### config.mk
export PLATFORM = sky130hd
export DESIGN_NAME = like_pattern_match_counter_flat
export DESIGN_NICKNAME = d
export VERILOG_FILES = /design/src/rtl/lpm_pkg.sv /design/src/rtl/lpm_if.sv /design/src/rtl/lpm_closure.sv /design/src/rtl/lpm_pattern_regs.sv /design/src/rtl/lpm_step.sv /design/src/rtl/like_pattern_match_counter.sv /design/src/flat_wrapper.sv
export SDC_FILE = /design/constraint.sdc
export NUM_CORES = 2
export LEC_CHECK = 0
export BUFFER_PORTS_ARGS = -buffer_cell sky130_fd_sc_hd__clkbuf_2
export CORE_MARGIN = 3
export CORE_UTILIZATION = 45
export CTS_CLUSTER_DIAMETER = 150
export DETAILED_ROUTE_END_ITERATION = 10
export GPL_TIMING_DRIVEN = 0
export PLACE_DENSITY = 0.7
export SYNTH_ARGS = -nofsm -noshare
export SYNTH_HDL_FRONTEND = slang
export SYNTH_SLANG_ARGS = --single-unit
### constraint.sdc
create_clock -name clk_i -period 13.3 [get_ports clk_i]
set_input_delay 3.325 -clock clk_i [delete_from_list [all_inputs] [get_ports clk_i]]
set_output_delay 3.325 -clock clk_i [all_outputs]
set_load 0.005 [all_outputs]
### src/rtl/lpm_pkg.sv
// Package for the LIKE pattern match counter: item types, character codes and
// configuration register indexes. Used by every file of the block but lpm_closure.
package lpm_pkg;

  // Configuration port geometry
  localparam int unsigned CFG_DATA_W    = 64;
  localparam int unsigned CFG_IDX_W     = 3;
  localparam int unsigned PAT_LEN_W     = 6;
  localparam int unsigned CHAR_W        = 8;
  localparam int unsigned WORD_CHARS    = 8;
  localparam int unsigned COUNT_OUT_W   = 32;

  // Register indexes: words 0 to 6 lie below the length register
  localparam logic [CFG_IDX_W-1:0] CFG_IDX_LENGTH = 3'd7;

  // Pattern characters with a special meaning
  localparam logic [CHAR_W-1:0] PCT_CHAR = 8'h25;
  localparam logic [CHAR_W-1:0] ANY_CHAR = 8'h5F;
  localparam logic [CHAR_W-1:0] NUL_CHAR = 8'h00;

  // One input item
  typedef struct packed {
    logic [CHAR_W-1:0] char_byte;
    logic              has_char;
    logic              end_of_value;
    logic              clear_count;
  } in_item_t;

  // One result item
  typedef struct packed {
    logic                   matched;
    logic [COUNT_OUT_W-1:0] match_count;
  } out_item_t;

endpackage

### src/rtl/lpm_if.sv
// Valid/ready channel interfaces for the input and result items.
// Depends on lpm_pkg for the payload types.
interface lpm_in_if;
  logic               valid;
  logic               ready;
  lpm_pkg::in_item_t  payload;

  modport source (output valid, output payload, input ready);
  modport sink   (input valid, input payload, output ready);
endinterface

interface lpm_out_if;
  logic               valid;
  logic               ready;
  lpm_pkg::out_item_t payload;

  modport source (output valid, output payload, input ready);
  modport sink   (input valid, input payload, output ready);
endinterface

### src/rtl/lpm_closure.sv
// Parallel prefix network that closes a position set over propagating positions.
// Bit i+1 is set wherever bit i is set and prop_i[i] is high. Depends on nothing.
module lpm_closure #(
  parameter int unsigned WIDTH = 57
) (
  input  logic [WIDTH-1:0] set_i,
  input  logic [WIDTH-2:0] prop_i,
  output logic [WIDTH-1:0] set_o
);

  localparam int unsigned LEVELS = (WIDTH > 2) ? $clog2(WIDTH) : 1;

  logic [WIDTH-1:0] gen_lv  [LEVELS+1];
  logic [WIDTH-1:0] prop_lv [LEVELS];

  // Kogge-Stone style levels: each level doubles the reach of a propagate run.
  always_comb begin
    gen_lv[0]  = set_i;
    prop_lv[0] = {prop_i, 1'b0};
    for (int l = 0; l < LEVELS; l++) begin
      for (int i = 0; i < WIDTH; i++) begin
        if (i >= (1 << l)) begin
          gen_lv[l+1][i] = gen_lv[l][i] | (prop_lv[l][i] & gen_lv[l][i - (1 << l)]);
        end else begin
          gen_lv[l+1][i] = gen_lv[l][i];
        end
      end
      if (l < LEVELS - 1) begin
        for (int i = 0; i < WIDTH; i++) begin
          if (i >= (1 << l)) begin
            prop_lv[l+1][i] = prop_lv[l][i] & prop_lv[l][i - (1 << l)];
          end else begin
            prop_lv[l+1][i] = prop_lv[l][i];
          end
        end
      end
    end
  end

  assign set_o = gen_lv[LEVELS];

endmodule

### src/rtl/lpm_pattern_regs.sv
// Pattern configuration registers and the masks derived from them.
// Depends on lpm_pkg and lpm_closure.
module lpm_pattern_regs #(
  parameter int unsigned MAX_PATTERN = 56
) (
  input  logic                                         clk_i,
  input  logic                                         rst_ni,
  input  logic                                         cfg_we_i,
  input  logic [lpm_pkg::CFG_IDX_W-1:0]                cfg_idx_i,
  input  logic [lpm_pkg::CFG_DATA_W-1:0]               cfg_data_i,
  output logic [MAX_PATTERN-1:0][lpm_pkg::CHAR_W-1:0]  pat_byte_o,
  output logic [MAX_PATTERN-1:0]                       pct_mask_o,
  output logic [MAX_PATTERN-1:0]                       any_mask_o,
  output logic [MAX_PATTERN-1:0]                       len_mask_o,
  output logic [MAX_PATTERN:0]                         end_hot_o
);

  localparam int unsigned IdxW  = lpm_pkg::CFG_IDX_W;
  localparam int unsigned LenW  = lpm_pkg::PAT_LEN_W;
  localparam int unsigned ChW   = lpm_pkg::CHAR_W;
  localparam int unsigned NPos  = MAX_PATTERN + 1;
  localparam logic [LenW-1:0] MaxLen = LenW'(MAX_PATTERN);

  logic [MAX_PATTERN-1:0][ChW-1:0] pat_q;
  logic [LenW-1:0]                 len_q;
  logic [LenW-1:0]                 lim;
  logic [MAX_PATTERN-1:0]          in_use;
  logic [NPos-1:0]                 reach;

  // Register writes: a word write updates the eight characters it holds.
  always_ff @(posedge clk_i or negedge rst_ni) begin
    if (!rst_ni) begin
      pat_q <= '0;
      len_q <= '0;
    end else if (cfg_we_i) begin
      for (int k = 0; k < MAX_PATTERN; k++) begin
        if (cfg_idx_i == IdxW'(k >> 3)) begin
          pat_q[k] <= cfg_data_i[(k & 7) * ChW +: ChW];
        end
      end
      if (cfg_idx_i == lpm_pkg::CFG_IDX_LENGTH) begin
        len_q <= cfg_data_i[LenW-1:0];
      end
    end
  end

  // Clamp the length and classify each pattern character.
  assign lim = (len_q > MaxLen) ? MaxLen : len_q;

  always_comb begin
    for (int k = 0; k < MAX_PATTERN; k++) begin
      in_use[k]     = (LenW'(k) < lim) && (pat_q[k] != lpm_pkg::NUL_CHAR);
      pct_mask_o[k] = (pat_q[k] == lpm_pkg::PCT_CHAR);
      any_mask_o[k] = (pat_q[k] == lpm_pkg::ANY_CHAR);
    end
  end

  // Position k is reachable when all characters below it are in use; the
  // effective length is the highest such position.
  lpm_closure #(
    .WIDTH (NPos)
  ) u_reach (
    .set_i  (NPos'(1)),
    .prop_i (in_use),
    .set_o  (reach)
  );

  assign pat_byte_o = pat_q;
  assign len_mask_o = reach[NPos-1:1];
  assign end_hot_o  = reach & ~{1'b0, reach[NPos-1:1]};

`ifndef ASSERT_OFF
  // Exactly one position marks the end of the effective pattern.
  a_end_onehot: assert property (@(posedge clk_i) disable iff (!rst_ni)
    $onehot(end_hot_o))
    else $error("end position of the pattern is not one-hot");

  // The in-use positions form one run starting at position zero.
  a_len_thermo: assert property (@(posedge clk_i) disable iff (!rst_ni)
    (len_mask_o & (len_mask_o + 1'b1)) == '0)
    else $error("pattern length mask is not a contiguous run");
`endif

endmodule

### src/rtl/lpm_step.sv
// Position-set update for one character, end-of-value test and match counter.
// Depends on lpm_pkg and lpm_closure.
module lpm_step #(
  parameter int unsigned MAX_PATTERN = 56,
  parameter int unsigned COUNT_WIDTH = 32
) (
  input  logic                                         clk_i,
  input  logic                                         rst_ni,
  input  logic                                         restart_i,
  input  logic                                         fire_i,
  input  lpm_pkg::in_item_t                            item_i,
  input  logic [MAX_PATTERN-1:0][lpm_pkg::CHAR_W-1:0]  pat_byte_i,
  input  logic [MAX_PATTERN-1:0]                       pct_mask_i,
  input  logic [MAX_PATTERN-1:0]                       any_mask_i,
  input  logic [MAX_PATTERN-1:0]                       len_mask_i,
  input  logic [MAX_PATTERN:0]                         end_hot_i,
  output lpm_pkg::out_item_t                           result_o
);

  localparam int unsigned NPos = MAX_PATTERN + 1;
  localparam logic [COUNT_WIDTH-1:0] CountMax = '1;

  logic [NPos-1:0]        act_q;
  logic                   fresh_q;
  logic [COUNT_WIDTH-1:0] total_q;

  logic [MAX_PATTERN-1:0] prop;
  logic [NPos-1:0]        start_set;
  logic [NPos-1:0]        cur_set;
  logic [NPos-1:0]        next_set;
  logic [NPos-1:0]        closed_set;
  logic [NPos-1:0]        sel_set;
  logic                   matched;
  logic [COUNT_WIDTH-1:0] tot_base;
  logic [COUNT_WIDTH-1:0] tot_new;

  // Only percent signs inside the effective pattern extend a position.
  assign prop = pct_mask_i & len_mask_i;

  lpm_closure #(
    .WIDTH (NPos)
  ) u_start (
    .set_i  (NPos'(1)),
    .prop_i (prop),
    .set_o  (start_set)
  );

  // A fresh value starts from the start set of the current pattern.
  assign cur_set = fresh_q ? start_set : act_q;

  // Advance every active position over the incoming character.
  always_comb begin
    next_set = '0;
    for (int k = 0; k < MAX_PATTERN; k++) begin
      if (cur_set[k] && len_mask_i[k]) begin
        if (pct_mask_i[k]) begin
          next_set[k] = 1'b1;
        end else if (any_mask_i[k] || (pat_byte_i[k] == item_i.char_byte)) begin
          next_set[k+1] = 1'b1;
        end
      end
    end
  end

  lpm_closure #(
    .WIDTH (NPos)
  ) u_close (
    .set_i  (next_set),
    .prop_i (prop),
    .set_o  (closed_set)
  );

  // The value matches when the full-pattern position is active at its end.
  assign sel_set = item_i.has_char ? closed_set : cur_set;
  assign matched = |(sel_set & end_hot_i);

  // Saturating match total, cleared ahead of this item on request.
  assign tot_base = item_i.clear_count ? '0 : total_q;
  assign tot_new  = tot_base +
                    COUNT_WIDTH'(item_i.end_of_value && matched && (tot_base != CountMax));

  assign result_o.matched     = matched;
  assign result_o.match_count = lpm_pkg::COUNT_OUT_W'(64'(tot_new));

  // State update when an item leaves the input register, or on a restart.
  always_ff @(posedge clk_i or negedge rst_ni) begin
    if (!rst_ni) begin
      act_q   <= '0;
      fresh_q <= 1'b1;
      total_q <= '0;
    end else begin
      if (restart_i) begin
        fresh_q <= 1'b1;
      end else if (fire_i) begin
        if (item_i.end_of_value) begin
          fresh_q <= 1'b1;
        end else if (item_i.has_char) begin
          act_q   <= closed_set;
          fresh_q <= 1'b0;
        end
      end
      if (fire_i && (item_i.clear_count || item_i.end_of_value)) begin
        total_q <= tot_new;
      end
    end
  end

`ifndef ASSERT_OFF
  // A finished value always leaves the next one to start afresh.
  a_eov_fresh: assert property (@(posedge clk_i) disable iff (!rst_ni)
    (fire_i && item_i.end_of_value) |=> fresh_q)
    else $error("value ended but position set was not restarted");

  // Without a clear the match total never goes down.
  a_total_mono: assert property (@(posedge clk_i) disable iff (!rst_ni)
    (fire_i && !item_i.clear_count) |=> (total_q >= $past(total_q)))
    else $error("match total decreased without a clear");
`endif

endmodule

### src/rtl/like_pattern_match_counter.sv
// LIKE pattern match counter: top level with input register and result register.
// A result passes through the input register and then the result register.
// Throughput: one item per cycle while results can move on; the position-set update is bit logic.
// Reset (asynchronous, active low) clears the pattern, the match total and the valid
// flags of both pipeline registers; the block is ready for items once reset is released.
// Depends on lpm_pkg, lpm_if, lpm_pattern_regs and lpm_step.
module like_pattern_match_counter #(
  parameter int unsigned MAX_PATTERN = 56,
  parameter int unsigned COUNT_WIDTH = 32
) (
  input  logic                            clk_i,
  input  logic                            rst_ni,
  input  logic                            cfg_we_i,
  input  logic [lpm_pkg::CFG_IDX_W-1:0]   cfg_idx_i,
  input  logic [lpm_pkg::CFG_DATA_W-1:0]  cfg_data_i,
  lpm_in_if.sink                          in_chan,
  lpm_out_if.source                       out_chan
);

  logic [MAX_PATTERN-1:0][lpm_pkg::CHAR_W-1:0] pat_byte;
  logic [MAX_PATTERN-1:0] pct_mask;
  logic [MAX_PATTERN-1:0] any_mask;
  logic [MAX_PATTERN-1:0] len_mask;
  logic [MAX_PATTERN:0]   end_hot;

  logic                 s1_v_q;
  lpm_pkg::in_item_t    s1_item_q;
  logic                 out_v_q;
  lpm_pkg::out_item_t   out_item_q;
  lpm_pkg::out_item_t   result;

  logic out_free;
  logic s1_fire;
  logic s1_emit;
  logic in_acc;

  // Pattern registers and derived masks
  lpm_pattern_regs #(
    .MAX_PATTERN (MAX_PATTERN)
  ) u_pattern (
    .clk_i      (clk_i),
    .rst_ni     (rst_ni),
    .cfg_we_i   (cfg_we_i),
    .cfg_idx_i  (cfg_idx_i),
    .cfg_data_i (cfg_data_i),
    .pat_byte_o (pat_byte),
    .pct_mask_o (pct_mask),
    .any_mask_o (any_mask),
    .len_mask_o (len_mask),
    .end_hot_o  (end_hot)
  );

  // Handshake: an item leaves the input register unless its result has nowhere to go.
  assign out_free      = !out_v_q || out_chan.ready;
  assign s1_fire       = s1_v_q && (!s1_item_q.end_of_value || out_free);
  assign s1_emit       = s1_fire && s1_item_q.end_of_value;
  assign in_chan.ready = !s1_v_q || s1_fire;
  assign in_acc        = in_chan.valid && in_chan.ready;

  // Matcher state and counter
  lpm_step #(
    .MAX_PATTERN (MAX_PATTERN),
    .COUNT_WIDTH (COUNT_WIDTH)
  ) u_step (
    .clk_i      (clk_i),
    .rst_ni     (rst_ni),
    .restart_i  (cfg_we_i),
    .fire_i     (s1_fire),
    .item_i     (s1_item_q),
    .pat_byte_i (pat_byte),
    .pct_mask_i (pct_mask),
    .any_mask_i (any_mask),
    .len_mask_i (len_mask),
    .end_hot_i  (end_hot),
    .result_o   (result)
  );

  // Input register
  always_ff @(posedge clk_i or negedge rst_ni) begin
    if (!rst_ni) begin
      s1_v_q <= 1'b0;
    end else if (in_acc) begin
      s1_v_q <= 1'b1;
    end else if (s1_fire) begin
      s1_v_q <= 1'b0;
    end
  end

  always_ff @(posedge clk_i) begin
    if (in_acc) begin
      s1_item_q <= in_chan.payload;
    end
  end

  // Result register
  always_ff @(posedge clk_i or negedge rst_ni) begin
    if (!rst_ni) begin
      out_v_q <= 1'b0;
    end else if (s1_emit) begin
      out_v_q <= 1'b1;
    end else if (out_chan.ready) begin
      out_v_q <= 1'b0;
    end
  end

  always_ff @(posedge clk_i) begin
    if (s1_emit) begin
      out_item_q <= result;
    end
  end

  assign out_chan.valid   = out_v_q;
  assign out_chan.payload = out_item_q;

`ifndef ASSERT_OFF
  // The input side stalls only behind a finished value whose result cannot move.
  a_stall_cause: assert property (@(posedge clk_i) disable iff (!rst_ni)
    !in_chan.ready |-> (s1_v_q && s1_item_q.end_of_value && out_v_q && !out_chan.ready))
    else $error("input stalled without a blocked result");

  // Every finished value puts a result in the output register.
  a_emit_valid: assert property (@(posedge clk_i) disable iff (!rst_ni)
    s1_emit |=> out_v_q)
    else $error("finished value produced no result");
`endif

endmodule
### src/flat_wrapper.sv
// flat-port wrapper written by rule: the top's interface ports become plain ports
module like_pattern_match_counter_flat 
#(
  parameter int unsigned MAX_PATTERN = 56,
  parameter int unsigned COUNT_WIDTH = 32
)
  (clk_i, rst_ni, cfg_we_i, cfg_idx_i, cfg_data_i, in_chan_valid, in_chan_payload, in_chan_ready, out_chan_valid, out_chan_payload, out_chan_ready);
  lpm_in_if in_chan_i ();
  lpm_out_if out_chan_i ();
  input  logic clk_i;
  input  logic rst_ni;
  input  logic cfg_we_i;
  input  logic [lpm_pkg::CFG_IDX_W-1:0] cfg_idx_i;
  input  logic [lpm_pkg::CFG_DATA_W-1:0] cfg_data_i;
  input wire logic [$bits(in_chan_i.valid)-1:0] in_chan_valid;
  input wire logic [$bits(in_chan_i.payload)-1:0] in_chan_payload;
  output wire logic [$bits(in_chan_i.ready)-1:0] in_chan_ready;
  output wire logic [$bits(out_chan_i.valid)-1:0] out_chan_valid;
  output wire logic [$bits(out_chan_i.payload)-1:0] out_chan_payload;
  input wire logic [$bits(out_chan_i.ready)-1:0] out_chan_ready;
  assign in_chan_i.valid = in_chan_valid;
  assign in_chan_i.payload = in_chan_payload;
  assign in_chan_ready = in_chan_i.ready;
  assign out_chan_valid = out_chan_i.valid;
  assign out_chan_payload = out_chan_i.payload;
  assign out_chan_i.ready = out_chan_ready;
  like_pattern_match_counter #(.MAX_PATTERN(MAX_PATTERN), .COUNT_WIDTH(COUNT_WIDTH)) u_core (.clk_i(clk_i), .rst_ni(rst_ni), .cfg_we_i(cfg_we_i), .cfg_idx_i(cfg_idx_i), .cfg_data_i(cfg_data_i), .in_chan(in_chan_i), .out_chan(out_chan_i));
endmodule
---- Yosys cells after proc, flatten, opt, wreduce, memory -nomap -nowiden ----
Index checks and enable logic that the tools add are counted.
word-level totals
  register bits ........................... 590
  bits of input ports ..................... 83
  output and inout bits ................... 35
cells by class
  add/subtract/negate cells ............... 1
  magnitude comparators ................... 57
  eq/ne operators ......................... 176
  mux-type cells .......................... 236
  bitwise logic cells ..................... 1110
  reductions and logical operators ........ 253
operators by type and width
  kind                    number
  $and A1 B1 Y1           825
  $eq A8 B6 Y1 const B    56
  $eq A8 B7 Y1 const B    56
  $eq A8 B8 Y1            56
  $reduce_bool A8 Y1      56
  $or A1 B1 Y1            279
  $mux W1                 176
  $lt A6 B6 Y1 const A    24
  $logic_and A1 B1 Y1     118
  $and A57 B57 Y57        2
  $mux W57                2
  $mux W2                 56
  $lt A5 B6 Y1 const A    16
  $logic_or A1 B1 Y1      60
  $not A56 Y57            1
  $reduce_or A57 Y1       1
  $and A56 B56 Y56        1
  $lt A4 B6 Y1 const A    8
  $add A32 B1 Y32         1
  $mux W32                1
  $ne A32 B32 Y1 const B  1
  $lt A3 B6 Y1 const A    4
  $reduce_and A2 Y1       9
  $eq A3 B3 Y1 const B    4
  other kinds (12)        20

---- Longest topological paths before layout ----
  depth in word-level cells ............... 143
  gate-level depth with buffers ........... 33
  depth with buffers taken out ............ 27

---- By module ----
Synthesis repeated with hierarchy kept, for this count alone.
unflattened totals
  cells, all modules ...................... 4079
  area total of the unflattened synthesis .. 40157.3 µm²
modules (own cells, without submodules)
  module                      times used  cells an instance  area each (µm²)  seq. area each (µm²)
  lpm_pattern_regs            1           1538               20573.5          11360.9
  lpm_step                    1           1488               12499.5          2253.4
  lpm_closure                 3           333                1881.8           0.0
  like_pattern_match_counter  1           54                 1438.9           1371.3

---- Worst setup path before layout ----
OpenSTA, ideal clock, no wires.
  path kind ............................... register to register
  start ................................... register u_core.u_pattern.pat_q, in the netlist u_core.u_pattern.pat_byte_o[89]
  end ..................................... register u_core.u_step.total_q[31]
  setup time .............................. 0.125 ns
  arrival time ............................ 7.286 ns
  path slack .............................. 5.889 ns
  stages on the path, launching flop included .. 28
  period minus slack after synthesis ...... 7.411 ns
  cell sequence ........................... dfrtp_1 -> or4_4 -> or4_4 -> or4b_4 -> nor4_4 -> nand3_2 -> or4_4 -> or4_4 -> buf_6 -> o32ai_4 -> a21oi_2 -> o221ai_2 -> a221oi_2 -> a211oi_2 -> o21ai_2 -> a2111oi_4 -> o211a_1 -> o21ai_2 -> a41oi_2 -> ha_1 -> nand2_1 -> nor4_1 -> and2_1 -> nor3b_1 -> nand2b_1 -> xor2_1 -> nor2_1 -> mux2_2
RTL lines
  item                              RTL line                source
  start: declaration                lpm_pattern_regs.sv:24  logic [MAX_PATTERN-1:0][ChW-1:0] pat_q;
  start signal: indexed assignment  lpm_pattern_regs.sv:38  pat_q[k] <= cfg_data_i[(k & 7) * ChW +: ChW];
  end signal: assignment            lpm_step.sv:103         total_q <= tot_new;
  end: declaration                  lpm_step.sv:25          logic [COUNT_WIDTH-1:0] total_q;

==> results.tsv <==
stage	metric	value	unit
outcome	run_status	finished, violations left	
outcome	failing_checks	capacitance limit, slew limit	
yosys	synth_ff_type	sky130_fd_sc_hd__dfrtp_1	
timing	timing.final.crit_share	87.3	%
placed_design	place_congestion	1.09	
drt	dr.pass1.iters	9	
yosys	netlist-cell-type-count	109	
drt	route.detailed.drc	0	
drt	drtIter0Drc	5871	
cts	post_cts_buffers	0	
worst_setup_path	crit_path_frequent_cell	sky130_fd_sc_hd__nor2_1	
cts	cts-resized-gates	0	
yosys	sequential_cell_area_fraction_in_the_yosys_report	36.9	%
worst_setup_path	worstSetupPathType	register to register	
finish	finalCoreUtilization	51.0	%
cts	htreeDepth	3	
worst_setup_path	critical_path_peak_fanout	10	
cts	clock_sink_count	590	
drt	wl_per_cell	33.6	µm
timing	worst_slew_pin_slew	1560	ps
hold_path	classification_of_the_worst_slack_hold_path	register to register	
worst_setup_path	cp-start-kind	register	
pwr	leakage	16.4	nW
pwr	clkPwrFrac	32.3	%
worst_setup_path	timing.critical_path.slowest_stage_cell	sky130_fd_sc_hd__buf_1	
floorplan	rows	109	
drt	vias_per_cell	7.06	
finish	layout-drive-gt1-share	18.2	%
timing	final_max_slew_viol_count	14	
placed_design	placement.cell_area	0.0429	mm²
pwr	power_frac_seq	40.8	%
placed_design	dp_hpwl	150000	µm
worst_setup_path	worstPathArrival	12150	ps
cts	cts_root_buffer	sky130_fd_sc_hd__clkbuf_16	
floorplan	dieArea	0.0939	mm²
timing	worst_slack_on_hold_paths	471	ps
global_routing	antenna_found_initial	17	
timing	fmax	0.0862	GHz
finish	final-instance-count-excl-fill	5789	
drt	ant_nets	0	
placed_design	numPortBuffers	114	
timing	clock_tree_skew_after_final_layout	38.5	ps
timing	max_slew_margin	-3.78	%
pwr	internal_power	4.01	mW
timing	hold_violations	0	
timing	timing.final.setup_violations	0	
global_routing	globalRoute.totalOverflow	0	
yosys	number_of_synthesized_flops_with_an_enable_pin	44	
timing	grt_setup_unrepaired	false	
yosys	synth_area	0.0406	mm²
cts	clock_buffers_created_by_tritoncts	71	
flow_run	cap_viol_max_count	2	
yosys	count_of_mapped_cells_out_of_synthesis	4356	
pwr	finalPower	6.35	mW
global_routing	grt_pass1_wl	276000	µm
worst_setup_path	worst_setup_slack_for_register_to_register_paths	1690	ps
floorplan	die_width	306	µm
finish	finalInstanceArea	0.0454	mm²
worst_setup_path	worstPathRequired	13840	ps
floorplan	die-height	306	µm
pwr	power.density	140	mW/mm²
yosys	synth.ff_latch_count	590	
timing	layout_min_cycle_time	11610	ps
yosys	yosys_warning_count	0	
cts	clkLatencyLatePin	690	ps
cts	cts_hold_buf	0	
pwr	swShare	36.8	%
global_routing	via_count_of_the_first_global_routing_pass	38500	
drt	vias	40900	
finish	syn_to_final_growth	11.7	%
pwr	irDropWorstVdd	0.136	mV
worst_setup_path	endpoint_kind	register	
floorplan	floorplan.initialDensity	45.7	%
worst_setup_path	critical-path-max-stage-delay	1130	ps
pwr	power.share.combinational	26.9	%
global_routing	pin_count_of_the_biggest_net_entering_global_routing	115	
finish	nNetsFinal	4638	
yosys	fraction_of_registers_with_async_set_or_reset_after_synthesis	92.5	%
cts	cts_clock_pin_slew_for_the_worst_setup_and_hold_paths	60	ps
yosys	syn_nets	4441	
yosys	synth_area_per_cell	9.32	µm²
cts	tritoncts	built	
global_routing	grt_util_all_layers	40.4	%
floorplan	top_level_ports	118	
drt	routed_wirelength	195000	µm
cts	cts_buffer_depth	3	
placed_design	dpl.cell_count	5644	
pwr	power.net_switching	2.34	mW
floorplan	core_area	0.0889	mm²
## sequential cells by signal, indices dropped and copies added (netlist names)
register / count
u_core.u_pattern.len_q: 6
u_core.s1_item_q: 11
u_core.s1_v_q: 1
u_core.u_pattern.pat_byte_o: 448
u_core.out_chan.payload: 33
u_core.u_step.act_q: 57
u_core.u_step.fresh_q: 1
u_core.out_chan.valid: 1
u_core.u_step.total_q: 32
## cells in the final DEF (no fill, tap or decap), drive strengths merged, types with 25 or more instances in the layout
master / netlist / layout
nand2b: 29 / 29
o31ai: 30 / 30
clkbuf: 132 / 346
nor2: 292 / 292
nand2: 380 / 380
or3: 53 / 53
nand4: 192 / 192
nor3: 154 / 154
nand3: 157 / 157
nor2b: 46 / 46
inv: 40 / 44
buf: 66 / 76
nor4: 261 / 261
and3: 42 / 42
and4: 29 / 29
edfxtp: 44 / 44
dfrtp: 545 / 545
xor2: 277 / 277
mux2: 484 / 484
a31oi: 25 / 25
o21a: 27 / 27
o21ai: 133 / 133
a22oi: 31 / 31
o211ai: 34 / 34
or4: 71 / 71
xnor2: 200 / 200
a21oi: 139 / 139
and2: 34 / 34
## kinds of logic (layout without fill, tap and decap cells)
logic type | Yosys count | count (layout) | share of synthesized area [%]
DFF | 590 | 590 | 36.9
other | 0 | 15 | 0
adders and majority gates | 2 | 2 | 0.0616
xor gates and xnor gates | 477 | 477 | 10.3
and+or+nand+nor | 1877 | 1877 | 25.1
muxes | 486 | 486 | 13.5
buffers and inverters | 241 | 494 | 2.40
AOI/OAI and AO/OA | 683 | 683 | 11.8
## worst max-delay path: cells and delay by family (launching register included)
kind                       cells  cell delay [ps]
AOI/OAI and AO/OA              9             2830
xor gates and xnor gates       2              370
adders and majority gates      1              350
buffers and inverters          5             4790
DFF                            1              460
muxes                          1              280
and+or+nand+nor               10             2370
## power groups by stage
| stage | Clock (mW) | Combinational (mW) | Sequential [mW] |
|---|---|---|---|
| detailed placement | 0 | 1.63 | 2.59 |
| floorplan | 0 | 1.09 | 2.47 |
| global route | 2.14 | 1.79 | 2.63 |
| CTS | 2.06 | 1.64 | 2.57 |
| finish | 2.05 | 1.71 | 2.59 |
| global placement | 0 | 1.59 | 2.58 |
## final timing paths
check,start,to,cells past startpoint
hold reg to reg,u_core.u_step.act_q[48],u_core.u_step.act_q[48],2
setup reg to reg,u_core.s1_item_q[10],u_core.u_step.total_q[31],28
max in group asynchronous,rst_ni,u_core.u_pattern.pat_byte_o[17],4
min in group asynchronous,rst_ni,u_core.u_step.act_q[42],1
hold / removal,u_core.u_step.act_q[48],u_core.u_step.act_q[48],2
setup / recovery,u_core.s1_item_q[10],u_core.u_step.total_q[31],28
## stage by stage
step                      worst slack [ps]  setup TNS [ps]
after floorplan                       5890               0
after global placement               -4160        -2184840
after detailed placement              2040               0
after CTS                             1980               0
after global routing                  1190               0
final                                 1690               0
## cell type report
type                       count  area (µm²)
sequential                   590       15000
fill                        8518       43600
clock inverter                29         397
timing repair buffer         124         773
antenna                       15        37.5
clock buffer                 100        2020
inverter                      43         161
buffer                       198         815
tap                         1165        1460
multi-input combinational   3525       24700
## metal layers
layer	global-route usage (%)	up-vias	routed length (µm)
li1	-	16900	-
met3	12.5	736	24400
met5	0	-	28
met1	51.3	20300	73200
met4	29.6	4	17100
met2	58.1	2966	80000
## synth_stat cells, types with 25 or more instances
library cell | number | area (µm²)
sky130_fd_sc_hd__o21ai_0 | 121 | 606
sky130_fd_sc_hd__nand2b_1 | 29 | 181
sky130_fd_sc_hd__mux2_2 | 484 | 5450
sky130_fd_sc_hd__or3_1 | 53 | 332
sky130_fd_sc_hd__nand4_1 | 192 | 1200
sky130_fd_sc_hd__a31oi_1 | 25 | 156
sky130_fd_sc_hd__xnor2_1 | 200 | 1750
sky130_fd_sc_hd__a22oi_1 | 31 | 233
sky130_fd_sc_hd__or4_1 | 66 | 495
sky130_fd_sc_hd__a21oi_1 | 136 | 681
sky130_fd_sc_hd__and2_1 | 34 | 213
sky130_fd_sc_hd__buf_2 | 29 | 145
sky130_fd_sc_hd__and3_1 | 42 | 263
sky130_fd_sc_hd__nor2b_1 | 46 | 288
sky130_fd_sc_hd__inv_1 | 39 | 146
sky130_fd_sc_hd__clkbuf_1 | 131 | 492
sky130_fd_sc_hd__edfxtp_1 | 44 | 1320
sky130_fd_sc_hd__nor2_1 | 292 | 1100
sky130_fd_sc_hd__nor3_1 | 152 | 761
sky130_fd_sc_hd__buf_1 | 29 | 109
sky130_fd_sc_hd__and4_1 | 29 | 254
sky130_fd_sc_hd__nand3_1 | 155 | 776
sky130_fd_sc_hd__o211ai_1 | 34 | 255
sky130_fd_sc_hd__nor4_1 | 255 | 1600
sky130_fd_sc_hd__nand2_1 | 380 | 1430
sky130_fd_sc_hd__o21a_1 | 27 | 203
sky130_fd_sc_hd__dfrtp_1 | 545 | 13600
sky130_fd_sc_hd__o31ai_1 | 29 | 218
sky130_fd_sc_hd__xor2_1 | 277 | 2430
Note: power is estimated with default switching activity, not from simulation.
